**src/rtl/core/pid_controller_step_macros.svh**
```systemverilog
// Assertion macros for the PID controller step block.
`ifndef PID_CONTROLLER_STEP_MACROS_SVH
`define PID_CONTROLLER_STEP_MACROS_SVH
// Implication checked on every rising clock edge outside reset.
`define PCS_ASSERT_IMP(label, clk, rst_n, ante, cons) \
  label: assert property (@(posedge clk) disable iff (!rst_n) (ante) |-> (cons)) \
    else $error("assertion failed");
// Implication whose consequent is checked in the cycle after the antecedent.
`define PCS_ASSERT_NEXT(label, clk, rst_n, ante, cons) \
  label: assert property (@(posedge clk) disable iff (!rst_n) (ante) |=> (cons)) \
    else $error("assertion failed");
`endif

```
**src/rtl/core/pcs_pkg.sv**
```systemverilog
// Package with types, constants and helpers of the PID controller step block.
package pcs_pkg;
  localparam int unsigned FracBitsDefault = 16;
  localparam bit DirectActingDefault = 1'b1;

  typedef enum logic [1:0] {
    CMD_UPDATE  = 2'd0,
    CMD_RESET   = 2'd1,
    CMD_ENABLE  = 2'd2,
    CMD_DISABLE = 2'd3
  } cmd_e;

  typedef enum logic [2:0] {
    REG_GAIN_P  = 3'd0,
    REG_GAIN_I  = 3'd1,
    REG_GAIN_D  = 3'd2,
    REG_OUT_MIN = 3'd3,
    REG_OUT_MAX = 3'd4,
    REG_INT_MIN = 3'd5,
    REG_INT_MAX = 3'd6,
    REG_PERIOD  = 3'd7
  } reg_e;

  typedef enum logic [3:0] {
    ST_IDLE,
    ST_MUL_P,
    ST_MUL_I,
    ST_MUL_D,
    ST_INC_A,
    ST_INC_B,
    ST_DIV_D,
    ST_SUM,
    ST_DONE
  } state_e;

  // Datapath operation requested by the controller.
  typedef enum logic [3:0] {
    OP_NONE,
    OP_LOAD,
    OP_CMD,
    OP_MUL_P,
    OP_MUL_I,
    OP_MUL_D,
    OP_INC_A,
    OP_INC_B,
    OP_DIV_D,
    OP_SUM
  } op_e;

  typedef struct packed {
    op_e  op;
    logic start;
  } ctrl_t;

  typedef struct packed {
    logic busy;
    logic compute;
    logic dt_zero;
  } stat_t;

  typedef struct packed {
    logic [31:0] gain_p;
    logic [31:0] gain_i;
    logic [31:0] gain_d;
    logic [31:0] output_min;
    logic [31:0] output_max;
    logic [31:0] integral_min;
    logic [31:0] integral_max;
    logic [15:0] sample_period_ms;
  } cfg_t;

  function automatic logic signed [31:0] sat32(input logic signed [65:0] v);
    if (v > 66'sd2147483647) return 32'sh7fffffff;
    if (v < -66'sd2147483648) return 32'sh80000000;
    return v[31:0];
  endfunction

  function automatic logic signed [31:0] clamp32(input logic signed [31:0] v,
      input logic signed [31:0] lo, input logic signed [31:0] hi);
    if (v > hi) return hi;
    if (v < lo) return lo;
    return v;
  endfunction
endpackage

```
**src/rtl/core/pcs_ctrl.sv**
```systemverilog
// Controller state machine that sequences one item through the datapath.
module pcs_ctrl (
  input  logic           clk_i,
  input  logic           rst_ni,
  input  logic           in_fire_i,
  input  logic           out_free_i,
  input  pcs_pkg::stat_t stat_i,
  output pcs_pkg::ctrl_t ctrl_o,
  output logic           idle_o,
  output logic           done_o
);
  import pcs_pkg::*;

  state_e state_q, state_d;

  always_ff @(posedge clk_i or negedge rst_ni) begin
    if (!rst_ni) begin
      state_q <= ST_IDLE;
    end else begin
      state_q <= state_d;
    end
  end

  always_comb begin
    state_d = state_q;
    unique case (state_q)
      ST_IDLE:  if (in_fire_i) state_d = ST_MUL_P;
      ST_MUL_P: state_d = stat_i.compute ? ST_MUL_I : ST_DONE;
      ST_MUL_I: state_d = ST_MUL_D;
      ST_MUL_D: state_d = ST_INC_A;
      ST_INC_A: state_d = ST_INC_B;
      ST_INC_B: state_d = stat_i.dt_zero ? ST_SUM : ST_DIV_D;
      ST_DIV_D: if (!stat_i.busy) state_d = ST_SUM;
      ST_SUM:   state_d = ST_DONE;
      ST_DONE:  if (out_free_i) state_d = ST_IDLE;
      default:  state_d = ST_IDLE;
    endcase
  end

  always_comb begin
    ctrl_o = '{op: OP_NONE, start: 1'b0};
    idle_o = 1'b0;
    done_o = 1'b0;
    unique case (state_q)
      ST_IDLE: begin
        idle_o = 1'b1;
        if (in_fire_i) ctrl_o.op = OP_LOAD;
      end
      ST_MUL_P: ctrl_o.op = stat_i.compute ? OP_MUL_P : OP_CMD;
      ST_MUL_I: ctrl_o.op = OP_MUL_I;
      ST_MUL_D: ctrl_o.op = OP_MUL_D;
      ST_INC_A: begin
        ctrl_o.op = OP_INC_A;
        ctrl_o.start = !stat_i.dt_zero;
      end
      ST_INC_B: ctrl_o.op = OP_INC_B;
      ST_DIV_D: ctrl_o.op = OP_DIV_D;
      ST_SUM:   ctrl_o.op = OP_SUM;
      ST_DONE:  done_o = 1'b1;
      default:  ctrl_o.op = OP_NONE;
    endcase
  end
endmodule

```
**config.mk**
```make
export PLATFORM = sky130hd
export DESIGN_NAME = pcs_ctrl
export DESIGN_NICKNAME = d
export VERILOG_FILES = /design/src/rtl/core/pid_controller_step_macros.svh /design/src/rtl/core/pcs_pkg.sv /design/src/rtl/core/pcs_ctrl.sv
export SDC_FILE = /design/constraint.sdc
export NUM_CORES = 1
export LEC_CHECK = 0
export BUFFER_PORTS_ARGS = -buffer_cell sky130_fd_sc_hd__buf_2
export CAP_MARGIN = 0
export CORE_AREA = 2 2 39 41
export DETAILED_ROUTE_END_ITERATION = 10
export DIE_AREA = 0 0 41 43
export PLACE_DENSITY = 0.4
export SLEW_MARGIN = 30
export SYNTH_ARGS = -nofsm -noshare
export SYNTH_HDL_FRONTEND = slang
export SYNTH_SLANG_ARGS = --single-unit
```
**constraint.sdc**
```tcl
create_clock -name clk_i -period 3.3 [get_ports clk_i]
set_clock_uncertainty 0.2 [all_clocks]
set_input_delay 0.825 -clock clk_i [delete_from_list [all_inputs] [get_ports clk_i]]
set_output_delay 0.825 -clock clk_i [all_outputs]
set_load 0.05 [all_outputs]
```
==> run_results.csv <==
group,metric,value,unit
setup_path,arrival,1.81,ns
setup_path,r2r-start,"state_q[1]",
synthesis,synth.largest_area_cell,"dfrtp_1",
timing,rsz0062_at_grt,"no",
run,maxCapViolCount,0,
placed_design,place_hpwl,504.7,um
die,fp-row-count,14,
global_routing,antenna_found_initial,0,
synthesis,synth.top_cells.by_count,"6 x nor2_1, 4 x dfrtp_1, 3 x o21ai_0",
timing,tightest_slew,0.3573,ns
global_routing,grt_overflow,0,
timing,fin_crit_sh,86.01,%
routing,drtAntennaViolNets,0,
setup_path,regToRegSetupSlack,1.95,ns
hold_path,hold_path_class,"input port to async pin",
finish,multi_input_area,167.7,um2
clocking,root_buffer,"clkbuf_4",
finish,largest_reg_flops,4,
routing,vias_per_cell,4.484,
finish,drive_above_1_share,39.58,%
die,start_util,21.34,%
routing,vias,287,
setup_path,end_kind,"output pin",
routing,wl_met3,20,um
timing,min_period,2.838,ns
routing,top_layer,"met3",
finish,n_antenna_cell,0,
placed_design,place.gp.congestion,0.6884,
finish,areaGrowthSynthToFinish,28.39,%
die,core_region_area,1384,um2
synthesis,ys_top_cells_by_area,"dfrtp_1 34%, buf_6 7.6%, nor2_1 7.6%",
placed_design,dp.cells,61,
timing,fmax,0.3523,GHz
setup_path,worstSetupPathType,"flip-flop to output pin",
clocking,cts_resized,0,
routing,wirelength,680,um
timing,maxSlewHeadroom,76.18,%
synthesis,ys.flop_type,"dfrtp_1",
finish,seq_area,100.1,um2
clocking,cts_max_level,1,
clocking,cts-hold-fix-buffers,0,
clocking,cts_tree,"yes",
routing,wl_met1,314,um
die,io_pins,14,
synthesis,syn_avg_cell_area,8.202,um2
die,die_height,43,um
placed_design,placed_cell_area,356.6,um2
die,die_area,1763,um2
clocking,numCtsBuffers,3,
setup_path,rr_endpoint,"state_q[0]",
clocking,cts_setup_buffers,0,
finish,top_register,"state_q",
clocking,clk_pin_slew,0.04,ns
finish,nets,57,
routing,met2_wirelength,345,um
synthesis,synthesis.instances,36,
synthesis,synth-edff-count,0,
clocking,ctsLongestPathBuffers,2,
timing,slew_viol_final,0,
global_routing,grt_pass1_wl,1186,um
routing,drt-initial-drc-count,1,
clocking,insertion_delay,0.23,ns
routing,drt_drc_violations_left,0,
setup_path,cp_max_fo,9,
setup_path,cp-start-kind,"flip-flop",
timing,tns,0,ns
synthesis,synth_seq_cells,4,
die,die_x,41,um
routing,wl_per_cell,10.63,um
global_routing,grt_pass1_vias,271,
setup_path,ff2ff_path_depth,3,
placed_design,port-buffer-count,13,
synthesis,netlist_area,295.3,um2
finish,nFillCells,168,
synthesis,synth_top_area_share,33.90,%
synthesis,synthArstFlopShare,100.0,%
clocking,cts_sinks,4,
synthesis,synth_nets,43,
synthesis,synth_cell_types,21,
finish,fin_cells,64,
timing,setup_viol,0,
finish,fin_area,379.1,um2
status,outcome,"completed",
setup_path,cp.required,2.27,ns
finish,largest_registers,"state_q: 4 flops",
global_routing,grt_max_degree,13,
synthesis,yosysWarningCount,0,
synthesis,synth_sequential_area_ratio,33.90,%
routing,drt_pre_antenna_iters,2,
timing,hold_viol,0,
global_routing,grtUsageTotal,9.889,%
synthesis,yosysMostFrequentCell,"nor2_1",
area by class of cell:
cell class	instances	share of cell area, %
Multi-Input combinational cell	27	44.22
Inverter	1	0.9901
Sequential cell	4	26.40
Clock buffer	3	5.941
Timing Repair Buffer	13	17.16
Tap cell	16	5.281
kinds of logic after synthesis:
family / after synthesis / synth area share, %
buffers and inverters: 5 / 11.44
muxes: 1 / 3.813
DFF: 4 / 33.90
and+or+nand+nor: 17 / 31.78
xor gates and xnor gates: 2 / 5.933
AOI/OAI and AO/OA: 7 / 13.14
per-layer routing:
metal / GRT usage [%] / up-vias
met1: 13.73 / 130
met3: 3.141 / 0
met4: 4.000 / 0
li1: - / 152
met5: 0 / -
met2: 13.75 / 5
worst max-delay path by stage:
stage	start	end	slack [ns]	depth (start not counted)
2_1_floorplan	state_q[0]	done_o	0.05	2
3_3_place_gp	in_fire_i	ctrl_o[1]	0.64	4
3_5_place_dp	in_fire_i	ctrl_o[1]	0.61	4
4_1_cts	state_q[1]	ctrl_o[1]	0.44	4
5_1_grt	state_q[1]	ctrl_o[1]	0.37	4
6_report	state_q[1]	ctrl_o[1]	0.46	4
layout by cell type, fill, tap and decap left out, types with 2 or more instances in the layout:
cell type	synthesis	layout
o21ai_0	3	3
dfrtp_1	4	4
nand3_1	2	2
buf_2	0	13
a21oi_1	2	2
nor2_1	6	6
clkbuf_4	0	3
through the flow:
step                setup WS, ns  util (%)  hold slack (ns)
CTS                       0.4418     27.40           0.1844
global route              0.3703     27.40           0.1871
finish                    0.4615     27.40           0.1892
floorplan                0.04595         -           0.3294
global placement          0.6364     25.77           0.4346
detailed placement        0.6090     25.77           0.4342
worst max-delay path: stages (launching register included):
cell and delay [ns]:
dfrtp_1 0.48, or2_4 0.31, or3b_1 0.37, a21oi_1 0.14, buf_2 0.28
Power is not shown: default switching activity piles up to over one toggle a cycle in this logic, so the estimate is an artifact.
